**src/rtl/c3dc_pkg.sv**
```systemverilog
// ----------------------------------------------------------------------------
// c3dc_pkg
// Shared types and constants of the 3x3 convolution filter.
// ----------------------------------------------------------------------------
package c3dc_pkg;

    localparam int DEF_MAX_WIDTH = 1024;
    localparam int MAX_HEIGHT    = 1024;
    localparam int PIX_W         = 8;
    localparam int COEF_W        = 16;
    localparam int ROW_W         = 3 * COEF_W;
    localparam int DIM_W         = 13;            // holds any row length or height
    localparam int PROD_W        = PIX_W + COEF_W + 1;
    localparam int COL_W         = PROD_W + 2;    // three products
    localparam int SUM_W         = COL_W + 1;     // three columns, signed
    localparam int CFG_ADDR_W    = 3;
    localparam logic [PIX_W-1:0] PIX_MAX = 8'd255;

    typedef enum logic [CFG_ADDR_W-1:0] {
        REG_COEFF_TOP = 3'd0,
        REG_COEFF_MID = 3'd1,
        REG_COEFF_BOT = 3'd2,
        REG_DIVISOR   = 3'd3,
        REG_WIDTH     = 3'd4,
        REG_HEIGHT    = 3'd5
    } t_reg_idx;

    // control from the sequencer to the cell chain
    typedef struct packed {
        logic shift;
        logic mul;
        logic colsum;
    } t_cell_ctrl;

    // divider status back to the sequencer
    typedef struct packed {
        logic             done;
        logic [PIX_W-1:0] q;
    } t_div_res;

endpackage

```
**src/rtl/c3dc_div.sv**
```systemverilog
// ----------------------------------------------------------------------------
// c3dc_div
// Divide and clamp to 0..255. Negative sums clamp to zero; a divisor of one or less passes the sum through, clamped;
// otherwise an 8-step restoring division, since any quotient of 256 or more saturates.
// ----------------------------------------------------------------------------
module c3dc_div
    import c3dc_pkg::*;
(
    input  logic                     i_clk,
    input  logic                     i_rst_n,
    input  logic                     i_start,
    input  logic signed [SUM_W-1:0]  i_sum,
    input  logic signed [COEF_W-1:0] i_div,
    output t_div_res                 o_res
);

    typedef enum logic [1:0] {D_IDLE, D_CHK, D_RUN} t_dstate;

    t_dstate                  r_state;
    logic signed [SUM_W-1:0]  r_rem;
    logic signed [COEF_W-1:0] r_div;
    logic [SUM_W-1:0]         r_dsh;
    logic [PIX_W-1:0]         r_q;
    logic [2:0]               r_step;
    logic                     r_done;

    logic [SUM_W-1:0] w_lim;
    logic [SUM_W-1:0] w_rem_u;
    assign w_lim   = SUM_W'({r_div[COEF_W-2:0], 8'd0});
    assign w_rem_u = r_rem;

    always_ff @(posedge i_clk) begin
        if (!i_rst_n) begin
            r_state <= D_IDLE;
            r_done  <= 1'b0;
        end else begin
            r_done <= 1'b0;
            case (r_state)
                D_IDLE: begin
                    if (i_start) begin
                        r_rem   <= i_sum;
                        r_div   <= i_div;
                        r_state <= D_CHK;
                    end
                end
                D_CHK: begin
                    r_dsh  <= SUM_W'({r_div[COEF_W-2:0], 7'd0});
                    r_step <= 3'd7;
                    if (r_rem <= 0) begin
                        r_q     <= '0;
                        r_done  <= 1'b1;
                        r_state <= D_IDLE;
                    end else if (r_div <= 1) begin
                        r_q     <= (w_rem_u > SUM_W'(PIX_MAX)) ? PIX_MAX : r_rem[PIX_W-1:0];
                        r_done  <= 1'b1;
                        r_state <= D_IDLE;
                    end else if (w_rem_u >= w_lim) begin
                        r_q     <= PIX_MAX;
                        r_done  <= 1'b1;
                        r_state <= D_IDLE;
                    end else begin
                        r_q     <= '0;
                        r_state <= D_RUN;
                    end
                end
                D_RUN: begin
                    if (w_rem_u >= r_dsh) begin
                        r_rem         <= $signed(w_rem_u - r_dsh);
                        r_q[r_step]   <= 1'b1;
                    end
                    r_dsh  <= r_dsh >> 1;
                    r_step <= r_step - 3'd1;
                    if (r_step == 3'd0) begin
                        r_done  <= 1'b1;
                        r_state <= D_IDLE;
                    end
                end
                default: r_state <= D_IDLE;
            endcase
        end
    end

    assign o_res.done = r_done;
    assign o_res.q    = r_q;

endmodule

```
**config.mk**
```make
export PLATFORM = sky130hd
export DESIGN_NAME = c3dc_div
export DESIGN_NICKNAME = d
export VERILOG_FILES = /design/src/rtl/c3dc_pkg.sv /design/src/rtl/c3dc_div.sv
export SDC_FILE = /design/constraint.sdc
export NUM_CORES = 1
export LEC_CHECK = 0
export BUFFER_PORTS_ARGS = -buffer_cell sky130_fd_sc_hd__buf_2
export CAP_MARGIN = 20
export CORE_AREA = 3 3 123 95
export CTS_CLUSTER_DIAMETER = 150
export DETAILED_ROUTE_END_ITERATION = 16
export DIE_AREA = 0 0 126 98
export PLACE_DENSITY = 0.74
export REMOVE_ABC_BUFFERS = 1
export SYNTH_ARGS = -nofsm -noshare
export SYNTH_HDL_FRONTEND = slang
export SYNTH_SLANG_ARGS = --single-unit
```
**constraint.sdc**
```tcl
create_clock -name i_clk -period 4.9 [get_ports i_clk]
set_clock_uncertainty 0.15 [all_clocks]
set_input_delay 0.49 -clock i_clk [delete_from_list [all_inputs] [get_ports i_clk]]
set_output_delay 0.49 -clock i_clk [all_outputs]
set_load 0.02 [all_outputs]
```
== Word level (Yosys, flattened, before mapping) ==
Cells that the tools add are included.

* Bits in registers: 86
* Bits in latches: 0
* RAM bits: 0
* Bits in read-only memories: 0
* Input bits: 47
* Output and inout port bits: 9
* Word-level logic and storage cells: 56
* Memories: 0

* Add/subtract/negate cells: 2
* Multipliers: 0
* Div/mod/pow operators: 0
* Magnitude comparators: 7
* Eq/ne operators: 5
* Shift operators: 0
* Multiplexer cells: 24
* Bitwise logic cells: 1
* Reduce and logical (&&, ||, !) cells: 10

{| class="wikitable"
|+ Operator list
! cell !! count
|-
| one-hot mux 28 bit (2 select lines) || 2
|-
| 2-to-1 mux 28 bit || 2
|-
| 2-to-1 mux 8 bit || 5
|-
| greater-or-equal comparator 28 x 23 -> 1 bit || 1
|-
| greater-or-equal comparator 28 bit || 1
|-
| > comparator 28 x 8 -> 1 bit, second input constant || 1
|-
| less-or-equal comparator 28 x 1 -> 1 bit, second input constant || 1
|-
| subtractor 28 bit || 1
|-
| less-or-equal comparator 16 x 2 -> 1 bit, second input constant || 1
|-
| one-hot mux 8 bit (2 select lines) || 1
|-
| 2-to-1 mux 2 bit || 5
|-
| OR 8 bit || 1
|-
| != test 2 bit, second input constant || 3
|-
| one-hot mux 2 bit (3 select lines) || 1
|-
| one-hot mux 3 bit (2 select lines) || 1
|-
| AND reduction 3 bit || 2
|-
| 2-to-1 mux 1 bit || 5
|-
| less-than comparator 3 x 4 -> 1 bit, second input constant || 1
|-
| AND reduction 2 bit || 2
|-
| AND reduction 4 bit || 1
|-
| nonzero test 2 bit || 2
|-
| demux 1 bit (select 3 bit) || 1
|-
| greater-or-equal comparator 3 x 1 -> 1 bit, second input constant || 1
|-
| logical NOT 3 bit || 1
|-
| other kinds (6) || 6
|}

== Longest topological paths before layout ==
* Depth after elaboration: 7
* Gate-level depth with buffers: 10
* Gate-level depth less buffers: 10

== Worst setup path before layout ==
Ideal clock, no wire load.

* Kind: register to register
* From: register r_rem[0]
* To: register r_rem[0], enable pin
* Library setup time: 0.448 ns
* Arrival time: 3.857 ns
* Data required time: 4.302 ns
* Path slack: 0.445 ns
* Stages on the path, launching flop included: 11
* Path buffers: 0
* Clock period less this slack: 4.455 ns
* Cell sequence: edfxtp_1 inv_1 ha_1 fa_1 nand2b_1 a21oi_1 o21ai_0 a21oi_1 o211a_1 nor4_1 nor3_1

* Word-level cells in the longest chain between the ends: 3

{| class="wikitable"
|+ Ends and longest elaborated chain
! what !! RTL line !! text
|-
| start, declared || c3dc_div.sv:20 || <nowiki>logic signed [SUM_W-1:0] r_rem;</nowiki>
|-
| start signal, assigned || c3dc_div.sv:41 || <nowiki>r_rem <= i_sum;</nowiki>
|-
| start signal, assigned || c3dc_div.sv:68 || <nowiki>r_rem <= $signed(w_rem_u - r_dsh);</nowiki>
|-
| greater-or-equal comparator 28 bit || c3dc_div.sv:67 || <nowiki>if (w_rem_u >= r_dsh) begin</nowiki>
|-
| != test 2 bit (no source line) || - ||
|-
| AND reduction 4 bit (no source line) || - ||
|}

Every way passes these cells.
A chain may end at the register's enable or synchronous reset.

== Final worst setup path ==
* From: register r_rem[0]
* To: register r_rem[10], enable pin

The elaborated chain is that of the path after synthesis.

==> results.rst <==
.. list-table::
   :header-rows: 1

   * - Metric
     - Value
   * - Switching part of the total power
     - about a quarter
   * - Die Y
     - 98 um
   * - Proportion of power drawn by combinational gates
     - 11.8%
   * - Max-slew headroom at the worst pin
     - between 30% and 40%
   * - Root Buffer
     - sky130_fd_sc_hd__clkbuf_16
   * - Fmax
     - 0.302 GHz
   * - Core area
     - approximately 10000 sq um
   * - Post-route worst hold slack
     - 0.164 ns
   * - Pin count of the biggest net entering global routing
     - 50
   * - Port bufs
     - 55
   * - CP max stage delay
     - about 0.40 ns
   * - Area growth from synthesis to layout
     - 13.9%
   * - Post-CTS Hold Buffers
     - 0
   * - Critical path buffer and inverter count
     - 2
   * - Maximum fanout along the worst path
     - 28
   * - Result of the run
     - finished clean
   * - Share of the yosys chip area belonging to registers
     - 45.3%
   * - Clock Pin Slew Worst Setup and Hold Paths
     - roughly 0.06 ns
   * - Proportion of layout cells with a drive suffix above 1
     - 17.4%
   * - Number of failing setup endpoints in the final timing report
     - 0
   * - Number of remaining DRC errors
     - 0
   * - Core Util, Final
     - 57.3%
   * - Avg Synthesized Cell Area
     - around 10 sq um
   * - Count leader, synth
     - sky130_fd_sc_hd__edfxtp_1
   * - Kind of cell adding the most delay to the critical path
     - compound AO/OA/AOI/OAI gates
   * - H-tree level count
     - 3
   * - Initial cell density of the core
     - 50.3%
   * - Power Dens Cells
     - roughly 290 nW/um^2
   * - Synthesized flop and latch total
     - 80
   * - Pins over their slew limit
     - 0
   * - Internal power
     - 1310 uW
   * - Count of distinct cell types in the synthesized netlist
     - 55
   * - Clock sink count
     - 80
   * - Worst slack, placed
     - 1.24 ns
   * - Initial DRC Count
     - about 470
   * - Detail Placement HPWL
     - approximately 9500 um
   * - Vias in the first global route
     - 4155
   * - Num rows
     - 32
   * - Average wire length per cell after detail routing
     - 17.6 um
   * - Synth area leader
     - sky130_fd_sc_hd__edfxtp_1
   * - RD Place Congestion
     - 0.925
   * - Final Routed Wirelength
     - ~13000 um
   * - Startpoint-to-endpoint class of the critical path
     - reg2reg
   * - Predominant post-synthesis flop cell
     - sky130_fd_sc_hd__edfxtp_1
   * - Top cell type's share of synthesized area
     - 44.2%
   * - Via total after detailed routing
     - 4177
   * - CTS Buffer Depth
     - 2
   * - Count of nets left with antenna violations after detail routing
     - 0
   * - Die Footprint
     - 12300 sq um
   * - Top post-synthesis cells by count
     - sky130_fd_sc_hd__edfxtp_1, sky130_fd_sc_hd__inv_1, sky130_fd_sc_hd__nor2_1
   * - Wire length of the first global-routing pass
     - a little over 20000 um
   * - Critical path arrival
     - ~3.2 ns
   * - Number of primary I/O pins
     - 56
   * - Final worst-path setup slack
     - 1.59 ns
   * - Clock tree from TritonCTS
     - built
   * - Number of synthesis warnings
     - 0
   * - Category of the worst setup path launch point
     - flop
   * - Number of detailed-route iterations in the first pass
     - 5
   * - Net switching power
     - 412 uW
   * - Shortest period the worst path allows
     - 3.31 ns
   * - Setup repair after global routing missed its margin
     - false
   * - Aggregate global-route resource usage
     - a little over a fifth
   * - Power Total
     - 1720 uW
   * - Number of resized instances in the post-cts repair step
     - 0
   * - Critical-path cell list
     - inv_1, ha_1, fa_1, nand2b_1, a21oi_1, o21ai_0, a21oi_1, o211a_1, nor4_1, nor3_2, buf_4
   * - Share of the clock period used by the worst path
     - 67.5%
   * - Sum of negative setup slack
     - 0 ns
   * - Post-layout nets
     - about 670
   * - Critical Path Slowest Stage Cell
     - sky130_fd_sc_hd__fa_1
   * - Clock buffers created by TritonCTS
     - 9
   * - Global route overflow
     - 0
   * - Async SR Flop Fraction
     - 0%
   * - Part of the power in the clock network
     - between 40% and 50%
   * - Main area contributors after synthesis
     - sky130_fd_sc_hd__edfxtp_1, sky130_fd_sc_hd__ha_1, sky130_fd_sc_hd__inv_1
   * - Skew-Pair Late Insertion Delay
     - 0.35 ns
   * - Post-Syn Instances
     - 528
   * - Leakage
     - 0.00249 uW
   * - Post-CTS setup-driven buffer insertion count
     - 0
   * - Maximum capacitance violations
     - 0
   * - Required time of the critical path
     - 4.74 ns
   * - Maximum vdd drop
     - ~0.00018 V
   * - Critical Path End Type
     - flop
   * - Initial antenna violation count
     - 0
   * - Synthesized area
     - roughly 5200 sq um
   * - Horizontal die dimension
     - between 100 and 150 um
   * - Worst min-delay path class
     - in2reg
   * - Number of flops mapped to enable cells by yosys
     - 77
   * - Number of hold violations in the final report
     - 0
   * - CP dominant cell by count
     - sky130_fd_sc_hd__a21oi_1
   * - Post-detailed-route via-to-cell ratio
     - 5.79
   * - Measured slew at the worst slew-check pin
     - 0.980 ns
   * - Register share of total power
     - 46.3%
   * - Inserted Diodes
     - 0
[path summary, 6_finish.rpt]
path	cells after the start	start	slack, ns	endpoint
setup / recovery	11	r_rem[0]	1.59	r_rem[10]
hold / removal	1	i_div[4]	0.16	r_div[4]
setup reg to reg	11	r_rem[0]	1.59	r_rem[10]
hold reg to reg	2	r_state[0]	0.40	r_state[0]
[layout make-up]
class	instances	area, sq um
sequential	80	2370
fill	891	4450
timing repair buffer	60	310
tap	136	170
clock inverter	6	82.6
inverter	55	206
clock buffer	10	229
multi-input combinational	375	2590
[power by group through the flow]
stage	combinational (uW)	clock [uW]	sequential, uW
after floorplan	134	0	809
after global placement	195	0	810
after detailed placement	200	0	811
after CTS	202	730	797
after global routing	228	759	800
final	204	720	797
[through the flow]
stage,cells,area [sq um]
final,722,5960
after detailed placement,705,5650
after global routing,722,5960
after CTS,721,5960
after floorplan,510,5160
after global placement,705,5650
[flip-flops by register name, summed over array words and instances, names as in the netlist]
| signal | cells |
|---|---|
| r_done | 1 |
| r_q | 8 |
| r_step | 3 |
| r_state | 2 |
| r_div | 16 |
| r_rem | 28 |
| r_dsh | 22 |
[cells by family (layout without fill, tap and decap cells)]
family | after synthesis | count (layout) | share of synthesized area, %
buf+inv | 73 | 131 | 5.31
fa+ha+maj | 43 | 43 | 10.4
simple gates | 166 | 166 | 15.3
compound gates | 143 | 143 | 19.3
flops | 80 | 80 | 45.3
mux | 11 | 11 | 2.32
xor+xnor | 12 | 12 | 2.01
[cell usage in the layout, fill, tap and decap left out, drive strengths merged, types with 4 or more instances in the layout]
cell    instances
nor4            9
o41ai           8
edfxtp         77
nor3           16
nand3          10
a21o           18
or4             5
ha             42
mux2            9
xnor2           7
or3             8
nand2          42
buf            60
a31oi           4
nand4           4
nor2b           4
xor2            5
a211oi          9
nor2           49
o21ai          39
a21oi          28
nand2b          6
inv            56
o31ai           6
clkbuf         10
o21a            8
and3            7
[layer usage]
metal / share of wire [%] / vias up / track usage [%]
met2: 44 / 142 / 31.9
li1: - / 2056 / -
met4: 1.2 / 0 / 5.94
met1: 48 / 1961 / 30.1
met5: 0 / - / 0
met3: 6.7 / 18 / 5.19
[worst reg2reg max path, cell delays in order (launching register included)]
cell and delay [ns]:
sky130_fd_sc_hd__edfxtp_1 0.36, sky130_fd_sc_hd__inv_1 0.05, sky130_fd_sc_hd__ha_1 0.22, sky130_fd_sc_hd__fa_1 0.40, sky130_fd_sc_hd__nand2b_1 0.20, sky130_fd_sc_hd__a21oi_1 0.17
sky130_fd_sc_hd__o21ai_0 0.18, sky130_fd_sc_hd__a21oi_1 0.37, sky130_fd_sc_hd__o211a_1 0.26, sky130_fd_sc_hd__nor4_1 0.09, sky130_fd_sc_hd__nor3_2 0.10, sky130_fd_sc_hd__buf_4 0.40
No activity file was read; power rests on OpenSTA's default activity.
