[config.mk]
export PLATFORM = sky130hd
export DESIGN_NAME = c3dc_cell
export DESIGN_NICKNAME = d
export VERILOG_FILES = /design/src/rtl/c3dc_pkg.sv /design/src/rtl/c3dc_cell.sv
export SDC_FILE = /design/constraint.sdc
export NUM_CORES = 1
export LEC_CHECK = 0
export ABC_AREA = 1
export CORE_ASPECT_RATIO = 1.4
export CORE_MARGIN = 4
export CORE_UTILIZATION = 45
export DETAILED_ROUTE_END_ITERATION = 10
export DONT_BUFFER_PORTS = 1
export HOLD_SLACK_MARGIN = 0.08
export PLACE_DENSITY = 0.68
export SETUP_SLACK_MARGIN = 0.3
export SYNTH_ARGS = -nofsm -noshare
export SYNTH_HDL_FRONTEND = slang
export SYNTH_SLANG_ARGS = --single-unit
export TNS_END_PERCENT = 100
[constraint.sdc]
create_clock -name i_clk -period 9 [get_ports i_clk]
set_input_delay 0.9 -clock i_clk [delete_from_list [all_inputs] [get_ports i_clk]]
set_output_delay 0.9 -clock i_clk [all_outputs]
set_load 0.005 [all_outputs]
[src/rtl/c3dc_pkg.sv]
// ----------------------------------------------------------------------------
// c3dc_pkg
// Shared types and constants of the 3x3 convolution filter.
// ----------------------------------------------------------------------------
package c3dc_pkg;

    localparam int DEF_MAX_WIDTH = 1024;
    localparam int MAX_HEIGHT    = 1024;
    localparam int PIX_W         = 8;
    localparam int COEF_W        = 16;
    localparam int ROW_W         = 3 * COEF_W;
    localparam int DIM_W         = 13;            // holds any row length or height
    localparam int PROD_W        = PIX_W + COEF_W + 1;
    localparam int COL_W         = PROD_W + 2;    // three products
    localparam int SUM_W         = COL_W + 1;     // three columns, signed
    localparam int CFG_ADDR_W    = 3;
    localparam logic [PIX_W-1:0] PIX_MAX = 8'd255;

    typedef enum logic [CFG_ADDR_W-1:0] {
        REG_COEFF_TOP = 3'd0,
        REG_COEFF_MID = 3'd1,
        REG_COEFF_BOT = 3'd2,
        REG_DIVISOR   = 3'd3,
        REG_WIDTH     = 3'd4,
        REG_HEIGHT    = 3'd5
    } t_reg_idx;

    // control from the sequencer to the cell chain
    typedef struct packed {
        logic shift;
        logic mul;
        logic colsum;
    } t_cell_ctrl;

    // divider status back to the sequencer
    typedef struct packed {
        logic             done;
        logic [PIX_W-1:0] q;
    } t_div_res;

endpackage

[src/rtl/c3dc_cell.sv]
// ----------------------------------------------------------------------------
// c3dc_cell
// One window column: three pixels, their products with one kernel column,
// and the column sum. Pixels move on to the left neighbor on each shift.
// ----------------------------------------------------------------------------
module c3dc_cell
    import c3dc_pkg::*;
(
    input  logic                         i_clk,
    input  logic                         i_rst_n,
    input  t_cell_ctrl                   i_ctrl,
    input  logic [2:0][PIX_W-1:0]        i_col,     // top, mid, bottom
    input  logic signed [2:0][COEF_W-1:0] i_coef,   // top, mid, bottom
    output logic [2:0][PIX_W-1:0]        o_col,
    output logic signed [COL_W-1:0]      o_sum
);

    logic [2:0][PIX_W-1:0]         r_px;
    logic signed [PROD_W-1:0]      r_prod [3];
    logic signed [COL_W-1:0]       r_sum;

    always_ff @(posedge i_clk) begin
        if (!i_rst_n) begin
            r_px <= '0;
        end else if (i_ctrl.shift) begin
            r_px <= i_col;
        end
    end

    always_ff @(posedge i_clk) begin
        if (i_ctrl.mul) begin
            for (int k = 0; k < 3; k++) begin
                r_prod[k] <= PROD_W'($signed({1'b0, r_px[k]}) * $signed(i_coef[k]));
            end
        end
        if (i_ctrl.colsum) begin
            r_sum <= COL_W'(r_prod[0]) + COL_W'(r_prod[1]) + COL_W'(r_prod[2]);
        end
    end

    assign o_col = r_px;
    assign o_sum = r_sum;

endmodule

# Word-level counts from Yosys, hierarchy flattened
# Memory sizes are Yosys's and may differ from the RTL's.
# Cells that the tools add are included.
# totals
regBits	51
ramBits	75
inputBits	77
out_inout_bits	51
word_cells	12
n_memories	1
# op_classes
n_addsub	2
multipliers	3
muxes	2
# mem_list
memory	words	word_bits	rd	rd_ports_with_merged_regs	write_ports	line	source
r_prod	3	25	3	0	3	c3dc_cell.sv:19	logic signed [PROD_W-1:0] r_prod [3];
# op_table
cell	n
$mul A9 B16 Y25	3
$add A26 B25 Y27	1
$add A25 B25 Y26	1
$mux W1	2

# Depth between registers and ports, before layout
# Gate-level depths: netlist (run 1).
# depth
word_depth	2
mapped_depth	23
mapped_depth_nobuf	21

# Worst setup path before layout (run 1)
# Ideal clock, no wire load.
# synth_path
path_kind	input port to flip-flop
startpoint	input port i_coef[15] (netlist name)
endpoint	memory r_prod[0][22] (netlist name), data pin
setup_time_ns	0.253
arrival_time_ns	4.504
path_slack_ns	4.243
path_stages	18
path_buffers	1
cell_sequence	clkbuf_1 nand2_1 inv_1 fa_1 inv_1 fa_1 inv_1 fa_1 inv_1 fa_1 inv_1 ha_1 a21oi_1 o21ai_0 a21oi_1 nand3_1 nand2_1 nand2_1
# synth_lines
item	line	source
start: declaration	c3dc_cell.sv:13	input logic signed [2:0][COEF_W-1:0] i_coef,
end: declaration	c3dc_cell.sv:19	

==> results.yml, run 1 <==
cells_and_area:
  layout_common_cells: "inv_1, nand2_1, fa_1"
  fill_cells: 4678
  antenna_cells: 0
  syn2layout_area_growth_pct: 4.503
  finalNetCount: 3394
  drive_gt1_share_pct: 2.940
  final_common_cell: "inv_1"
  final_cells: 3453
  final_area_um2: 22730
sta:
  tightest_slew_ns: 1.002
  drv_slew: 0
  fmax_ghz: 0.1938
  slew_headroom_pct: 33.11
  timing.final.crit_share_pct: 57.34
  final-hold-violation-count: 0
  setup_violations: 0
  clock_skew_ns: 0.01932
  rsz0062_at_grt: "no"
  min_period_ns: 5.161
  tns_ns: 0
run:
  cap_violations: 0
routing:
  drtAntennaViolNets: 0
  drt_wl_total_um: 52770
  drc_errors: 0
  wl_per_cell_um: 15.28
  vias: 16810
  first_pass_iters: 5
  via_per_inst: 4.868
  drtIter0Drc: 839
worst_hold_path:
  hp-class: "in -> reg"
power_and_ir_drop:
  total_leakage_power_uw: 0.01376
  switching_share_pct: 52.88
  power_frac_comb_pct: 70.5
  p_total_uw: 6609
  power_density_nw_per_um2: 290.7
  p_int_uw: 3114
  p_seq_share_pct: 19.2
  vdd_drop_max_v: 0.0002531
  p_clk_share_pct: 10.3
  p_sw_uw: 3494
logic_synthesis:
  ys_types: 31
  synth_fp_nets: 3474
  yosysWarnings: 0
  synth_area_um2: 21750
  ys_ff_latch: 126
  postSynthCellCount: 2890
  synth_area_per_cell_um2: 7.528
  ys_seq_area_share_pct: 16.29
clock_network:
  clockBufferDepth: 2
  cts_setup_buffers: 0
  cts_buffers: 17
  cts_hold_buffers: 0
  post_cts_resized: 0
  clk_pin_slew_ns: 0.07
  cts-htree-levels: 4
  clock_latency_ns: 0.44
  root_buffer: "clkbuf_16"
  cts_tree: "built"
  cts_sinks: 126
run_status:
  outcome: "completed"
placement:
  place_inst: 3421
  routabilityCongestion: 0.9302
  io_buffers: 0
  hpwl_um: 45560
  place_area_um2: 22160
worst_setup_path:
  cp_max_fo: 18
  worstSetupEndpointType: "flip-flop"
  startpoint_type: "flip-flop"
  cp.arrival_ns: 5.35
  critPathRequiredTime_ns: 9.19
  worstSetupPathType: "reg -> reg"
global_route:
  grt_pass1_vias: 18330
  grt_use_total_pct: 21.06
  antenna_found_initial: 0
  grt_start_max_net_pins: 76
  grt_pass1_wl_um: 88900
  grt-ovfl-total: 0
floorplanning:
  core_um2: 47900
  dieArea_um2: 51980
  start_util_pct: 45.41
  io_pins: 128
  chipWidth_um: 193.8
  die_y_um: 268.2
  row_count: 95
==> worst paths after layout <==
kind                 startpoint             to  slack [ns]  depth (start not counted)
hold / removal        i_ctrl[0]       o_sum[0]        0.58                          0
setup reg to reg       o_col[8]  r_prod[0][46]        3.84                         14
setup / recovery       o_col[8]  r_prod[0][46]        3.84                         14
hold reg to reg   r_prod[0][51]       o_sum[1]        0.73                          2
==> state kept, by name (all words and copies together) (netlist names) <==
signal / cells
r_prod: 75
o_sum: 27
o_col: 24
==> metal layers <==
| metal | global-route usage, % | routed length, um |
|---|---|---|
| met5 | 0 | 0 |
| met4 | 7.471 | 1715 |
| met3 | 2.709 | 2022 |
| met1 | 23.34 | 20420 |
| met2 | 41.28 | 28610 |
==> worst max-delay path: stages, from the launching register on <==
cell and delay, ns:
dfxtp_1 0.87, nand2_1 0.29, fa_1 0.78, inv_1 0.10, fa_1 0.47, fa_1 0.55
inv_1 0.05, fa_1 0.47, inv_1 0.04, ha_1 0.37, nand2_1 0.17, nor3_1 0.38
nand3_1 0.16, nand4_1 0.13, nand2_1 0.05
==> power groups by stage <==
stage | logic, uW | clock network (uW) | registers (uW)
final | 4660 | 681 | 1270
after global routing | 5390 | 719 | 1290
after CTS | 4700 | 691 | 1280
after detailed placement | 4670 | 0 | 1290
after global placement | 4600 | 0 | 1280
after floorplan | 3560 | 0 | 1160
==> through the flow <==
step                      setup slack [ns]  hold WS, ns  util, %
after global routing                 3.611       0.5580    47.46
final                                3.839       0.5763    47.46
after floorplan                      4.243       0.6803        -
after detailed placement             3.867       0.7279    46.27
after global placement               3.956       0.7078    46.27
after CTS                            3.845       0.5548    47.46
==> final cells by class <==
type / instances / area [um^2] / share of cell area, %
inverter: 861 / 3232 / 14.22
multi-input combinational: 1801 / 14580 / 64.12
clock inverter: 15 / 145.1 / 0.6384
clock buffer: 17 / 425.4 / 1.871
timing repair buffer: 3 / 22.52 / 0.09906
tap: 630 / 788.3 / 3.467
sequential: 126 / 3543 / 15.59
==> cells in the mapped netlist <==
library cell	n	area, um^2
nor2_4	4	45.04
nor3_2	4	40.04
nand3_1	76	380.4
o21ai_1	2	10.01
ha_1	175	2190
o21ai_0	42	210.2
a21oi_1	78	390.4
nand4_1	28	175.2
nor2_2	14	87.58
nor2_1	123	461.7
edfxtp_1	102	3063
clkbuf_1	86	322.8
nand3b_1	2	15.01
and2_1	4	25.02
o21bai_1	7	52.55
nand4_2	1	12.51
and2_2	1	7.510
fa_1	332	6646
xor2_1	41	359.1
nand3_2	10	100.1
nor3_1	2	10.01
a21o_1	6	45.04
nand2_2	14	87.58
buf_1	1	3.750
nand2_1	818	3070
dfxtp_1	24	480.5
inv_2	3	11.26
clkbuf_2	15	75.07
xnor2_1	16	140.1
nor3_4	1	16.27
inv_1	858	3221
==> kinds of logic after synthesis <==
| group | Yosys count | synth area share (%) |
|---|---|---|
| AND/OR/NAND/NOR | 1102 | 20.84 |
| buffers and inverters | 963 | 16.70 |
| adder cells (fa/ha/maj) | 507 | 40.62 |
| AO/OA/AOI/OAI | 135 | 3.255 |
| flip-flops | 126 | 16.29 |
| XOR/XNOR | 57 | 2.295 |
Power figures use the tool's default switching activity.
==> run 2: changes to the inputs <==
Settings changed: PLACE_DENSITY 0.68 to 0.7.
Clock period 9 ns to 4.2 ns, I/O delays scaled along.
==> run 2 against run 1 <==
Net effect:
- die area is the same
- power grew to 2.8 times the previous value
- clock-buffer cell count is the same
- setup slack lost 3.8 ns
- sequential share of layout area shrank 2.5 points
- sequential power grew 110%
- register-to-register slack lost 3.8 ns
- worst hold slack lost 0.48 ns
- sequential cell count is the same
- utilization grew 10 points
- wire length grew 16%
- critical path type unchanged
- critical endpoint is now r_prod[0][21]
==> results.yml, run 2 (synthesis gave the netlist of run 1 again) <==
run_status:
  outcome: "completed"
global_route:
  antenna_found_initial: 0
  grt_pass1_vias: 19220
  grt_use_total_pct: 23.06
  grt_util_met2_pct: 45.67
  busiest_layer: "met2"
  met3_usage_pct: 2.596
  grtUsageMet1_pct: 25.39
  grt_start_max_net_pins: 76
  grt_pass1_wl_um: 96890
  grt-ovfl-total: 0
worst_setup_path:
  worstSetupEndpointType: "flip-flop"
  rrSetupSlack_ns: 0.05
  cp_max_fo: 8
  r2r-end: "r_prod[0][21]"
  startpoint_type: "flip-flop"
  worstSetupPathType: "reg -> reg"
  worst-path-buf-inv: 5
  crit_chain: "buf_12, buf_8, nand2_4, fa_1, inv_1, fa_1, fa_1, inv_2, fa_2, inv_2, ha_4, nand2_4, nor2_4, nand3_2, nand3_2, nand3_2, nand3_1, nand2_2"
  reg2reg_from: "o_col[2]"
  slowest_stage: "fa_1"
  worst-r2r-cell-count: 18
  critPathRequiredTime_ns: 4.39
  path_delay_family: "adder cells"
  cp.arrival_ns: 4.34
  cpPeakStageDelay_ns: 0.58
clock_network:
  cts_buffers: 17
  cts_tree: "built"
  cts_sinks: 126
  clockBufferDepth: 2
  clock_latency_ns: 0.45
  root_buffer: "clkbuf_16"
  cts-htree-levels: 4
  clk_pin_slew_ns: 0.07
cells_and_area:
  finalNetCount: 3612
  finish.utilization_pct: 57.46
  drive_gt1_share_pct: 28.51
  syn2layout_area_growth_pct: 26.52
  seq_area_um2: 3606
  final_common_cell: "inv_1"
  regMostFlops: "r_prod"
  fill_cells: 4079
  antenna_cells: 0
  largest_reg_flops: 75
  multi_input_area_um2: 17220
  layout_common_cells: "inv_1, nand2_1, fa_1"
sta:
  final-hold-violation-count: 0
  timing.hold.ws_ns: 0.09907
  timing.final.crit_share_pct: 98.86
  min_period_ns: 4.152
  rsz0062_at_grt: "yes"
  slew_headroom_pct: 27.99
  drv_slew: 0
  clock_skew_ns: 0.01273
  fmax_ghz: 0.2408
  setup_violations: 0
  tightest_slew_ns: 1.080
  fin_ws_ns: 0.04774
placement:
  hpwl_um: 48870
  io_buffers: 0
  routabilityCongestion: 0.9834
  place_ws_ns: -0.2418
worst_hold_path:
  min_from: "i_rst_n"
  hp-class: "in -> reg"
  whs_endpoint: "o_col[9]"
  hold_depth: 2
floorplanning:
  start_util_pct: 45.41
  row_count: 95
  chipWidth_um: 193.8
  dieArea_um2: 51980
  core_um2: 47900
  io_pins: 128
  die_y_um: 268.2
power_and_ir_drop:
  p_total_uw: 18230
  total_leakage_power_uw: 0.01543
  power_density_nw_per_um2: 662.5
  vdd_drop_max_v: 0.0004935
routing:
  via_per_inst: 4.961
  drtAntennaViolNets: 0
  first_pass_iters: 5
  drtIter0Drc: 972
  drt_wl_total_um: 61390
  vias: 18210
  drc_errors: 0
  wl_per_cell_um: 16.72
run:
  cap_violations: 0
-- run 2: metrics by stage --
stage	cell area (um^2)	cells	TNS, ns
floorplan	22900	2890	0
detailed placement	23820	3531	-3.510
finish	27520	3671	0
global placement	23820	3531	-2.272
CTS	25850	3633	0
global route	27520	3671	-0.7290
-- run 2: worst reg2reg max path: stages (launching register included) --
cell	delay, ns
dfxtp_2	0.35
buf_12	0.15
buf_8	0.12
nand2_4	0.04
fa_1	0.52
inv_1	0.05
fa_1	0.48
fa_1	0.58
inv_2	0.04
fa_2	0.53
inv_2	0.05
ha_4	0.33
nand2_4	0.09
nor2_4	0.13
nand3_2	0.10
nand3_2	0.10
nand3_2	0.07
nand3_1	0.09
nand2_2	0.07
-- run 2: per-layer routing --
| metal | vias up | part of all wire (%) | wire, um |
|---|---|---|---|
| met5 | - | 0 | 0 |
| met4 | 0 | 3.2 | 1984 |
| met3 | 138 | 3.6 | 2240 |
| met2 | 418 | 57 | 34890 |
| met1 | 9048 | 36 | 22270 |
| li1 | 8609 | - | - |
-- run 2: report_power, final --
group          internal (uW)  switching [uW]
combinational           5630            8460
sequential              2290             394
clock                    820             648
total                   8740            9500
-- run 2: cell type report --
| type | instances | area share [%] |
|---|---|---|
| well taps | 630 | 2.864 |
| inverters | 861 | 11.88 |
| flip-flops and latches | 126 | 13.10 |
| multi-input cells | 1801 | 62.56 |
| clock buffers | 17 | 1.546 |
| clock inverters | 15 | 0.5000 |
| repair buffers | 221 | 7.555 |
-- run 2: repair_timing --
| action | in CTS | in global routing |
|---|---|---|
| gates resized for setup | 296 | 408 |
| endpoints found under the hold margin | 17 | 0 |
| pin swaps | 167 | 240 |
| endpoints found under the setup margin | 51 | 51 |
| setup buffers | 68 | 38 |
| hold buffers | 2 | 0 |
| gates cloned | 0 | 0 |
-- run 2: how the worst max path moves through the flow --
stage                    start             to  cells after the start
floorplan           i_coef[15]  r_prod[0][24]                     19
global placement     o_col[19]  r_prod[0][74]                     15
detailed placement   o_col[20]  r_prod[0][74]                     15
CTS                  o_col[16]  r_prod[0][74]                     15
global route          o_col[2]  r_prod[0][17]                     19
finish                o_col[2]  r_prod[0][21]                     18
==> run 3: changes to the inputs <==
Settings changed: CTS_BUF_LIST from default to sky130_fd_sc_hd__clkbuf_2 sky130_fd_sc_hd__clkbuf_4 sky130_fd_sc_hd__clkbuf_8.
==> run 3 against run 2 <==
Net effect:
- clock power down 27%
- non-clock buffer count up 29
- combinational power about the same
- power down 3.7%
- sequential power about the same
- critical endpoint is now r_prod[0][71]
- sequential cell count unchanged
- maximum frequency about the same
- setup slack better by 0.0036 ns
==> results.yml, run 3 (synthesis gave the netlist of run 1 again) <==
routing:
  via_per_inst: 4.943
  drt_wl_total_um: 61370
  vias: 18300
  wl_per_cell_um: 16.58
  first_pass_iters: 5
  drc_errors: 0
  drtAntennaViolNets: 0
  drtIter0Drc: 977
worst_setup_path:
  startpoint_type: "flip-flop"
  worst-r2r-cell-count: 17
  cp.arrival_ns: 4.39
  worstSetupEndpointType: "flip-flop"
  cp_max_fo: 4
  worstSetupPathType: "reg -> reg"
  critPathRequiredTime_ns: 4.44
sta:
  final-hold-violation-count: 0
  tightest_slew_ns: 1.264
  timing.hold.ws_ns: 0.1116
  min_period_ns: 4.149
  drv_slew: 0
  tns_ns: 0
  fmax_ghz: 0.2410
  setup_violations: 0
  rsz0062_at_grt: "yes"
  timing.final.crit_share_pct: 98.78
  slew_headroom_pct: 15.46
  clock_skew_ns: 0.01647
clock_network:
  cts_sinks: 126
  root_buffer: "clkbuf_8"
  clock_latency_ns: 0.49
  clockBufferDepth: 2
  cts_tree: "built"
  cts-htree-levels: 4
  cts_buffers: 17
  clk_pin_slew_ns: 0.08
cells_and_area:
  final_common_cell: "inv_1"
  drive_gt1_share_pct: 25.50
  syn2layout_area_growth_pct: 25.63
  largest_reg_flops: 75
  finalNetCount: 3641
  regMostFlops: "r_prod"
  fill_cells: 4141
  layout_common_cells: "inv_1, nand2_1, fa_1"
floorplanning:
  start_util_pct: 45.41
  dieArea_um2: 51980
  core_um2: 47900
  io_pins: 128
  die_y_um: 268.2
  chipWidth_um: 193.8
  row_count: 95
worst_hold_path:
  hp-class: "in -> reg"
  hold_depth: 2
power_and_ir_drop:
  power_frac_comb_pct: 78.6
  vdd_drop_max_v: 0.0004908
  power_density_nw_per_um2: 642.5
  p_seq_share_pct: 15.2
  p_clk_share_pct: 6.1
  p_int_uw: 8283
  p_sw_uw: 9276
  switching_share_pct: 52.83
  total_leakage_power_uw: 0.01539
global_route:
  grt-ovfl-total: 0
  grt_pass1_wl_um: 97130
  antenna_found_initial: 1
  grt_start_max_net_pins: 76
  grt_pass1_vias: 19420
  grt_use_total_pct: 23.08
placement:
  io_buffers: 0
  routabilityCongestion: 0.9834
  hpwl_um: 48870
run_status:
  outcome: "completed"
run:
  cap_violations: 0
## run 3: cell count changes in the layout (fill, tap and decap cells not counted), moves of 16 or more
cell	previous run	this run
clkbuf_16	17	1
nand2_1	606	651
dlygate4sd3_1	2	29
inv_1	731	763
nand2_4	75	58
clkbuf_8	0	17
nand2_2	145	120
inv_2	117	86
## run 3: metal layers
metal	global-route usage, %	part of all wire (%)
met5	0	0
met4	8.650	4.2
met3	2.772	3.7
met2	45.69	56
met1	25.13	36
## run 3: timing repair
| action | 4_1_cts | 5_1_grt |
|---|---|---|
| endpoints found under the hold margin | 126 | 0 |
| setup buffers | 59 | 46 |
| cloned | 0 | 1 |
| pin swaps | 148 | 187 |
| hold buffers | 31 | 0 |
| gates resized for setup | 269 | 298 |
| endpoints found under the setup margin | 51 | 51 |
## run 3: final cells by class
type	count	area, um^2	share of cell area [%]
Multi-Input combinational cell	1801	16860	61.68
Timing Repair Buffer	250	2439	8.923
Antenna cell	1	2.502	0.009156
Sequential cell	126	3608	13.20
Clock buffer	17	234.0	0.8561
Tap cell	630	788.3	2.884
Inverter	861	3264	11.94
Clock inverter	15	137.6	0.5036
## run 3: power groups by stage
stage	registers [uW]	logic [uW]	clock network (uW)
after CTS	2700	12700	1100
final	2680	13800	1070
after global routing	2720	15300	1150
after global placement	2760	11500	0
after detailed placement	2750	11700	0
after floorplan	2500	8320	0
## run 3: path summary, 6_finish.rpt
kind | from | end | slack [ns]
worst max-delay path | o_col[16] | r_prod[0][71] | 0.05
worst min-delay path | i_ctrl[2] | o_col[15] | 0.11
worst max register to register | o_col[16] | r_prod[0][71] | 0.05
worst min register to register | o_col[4] | o_col[4] | 0.58
## run 3: worst max-delay path: stages (launching register included)
cell     delay (ns)
dfxtp_4        0.37
buf_8          0.13
nand2_4        0.05
fa_1           0.54
inv_2          0.04
fa_1           0.47
fa_1           0.56
inv_2          0.04
fa_1           0.53
inv_2          0.05
ha_4           0.27
buf_6          0.12
a21oi_4        0.21
o21ai_2        0.11
a21oi_2        0.19
nand3_1        0.09
nand2_1        0.07
nand2_1        0.06
## run 3: stage by stage
step                      area, um^2  setup slack, ns  utilization, %  std cells  total power, uW
after floorplan                22900           0.1691               -       2890            10820
after global placement         23820          -0.2222           49.72       3531            14290
after detailed placement       23820          -0.2418           49.72       3531            14410
after CTS                      25890           0.1088           54.04       3653            16490
after global routing           27330         -0.08774           57.05       3701            19160
final                          27330          0.05131           57.05       3701            17560
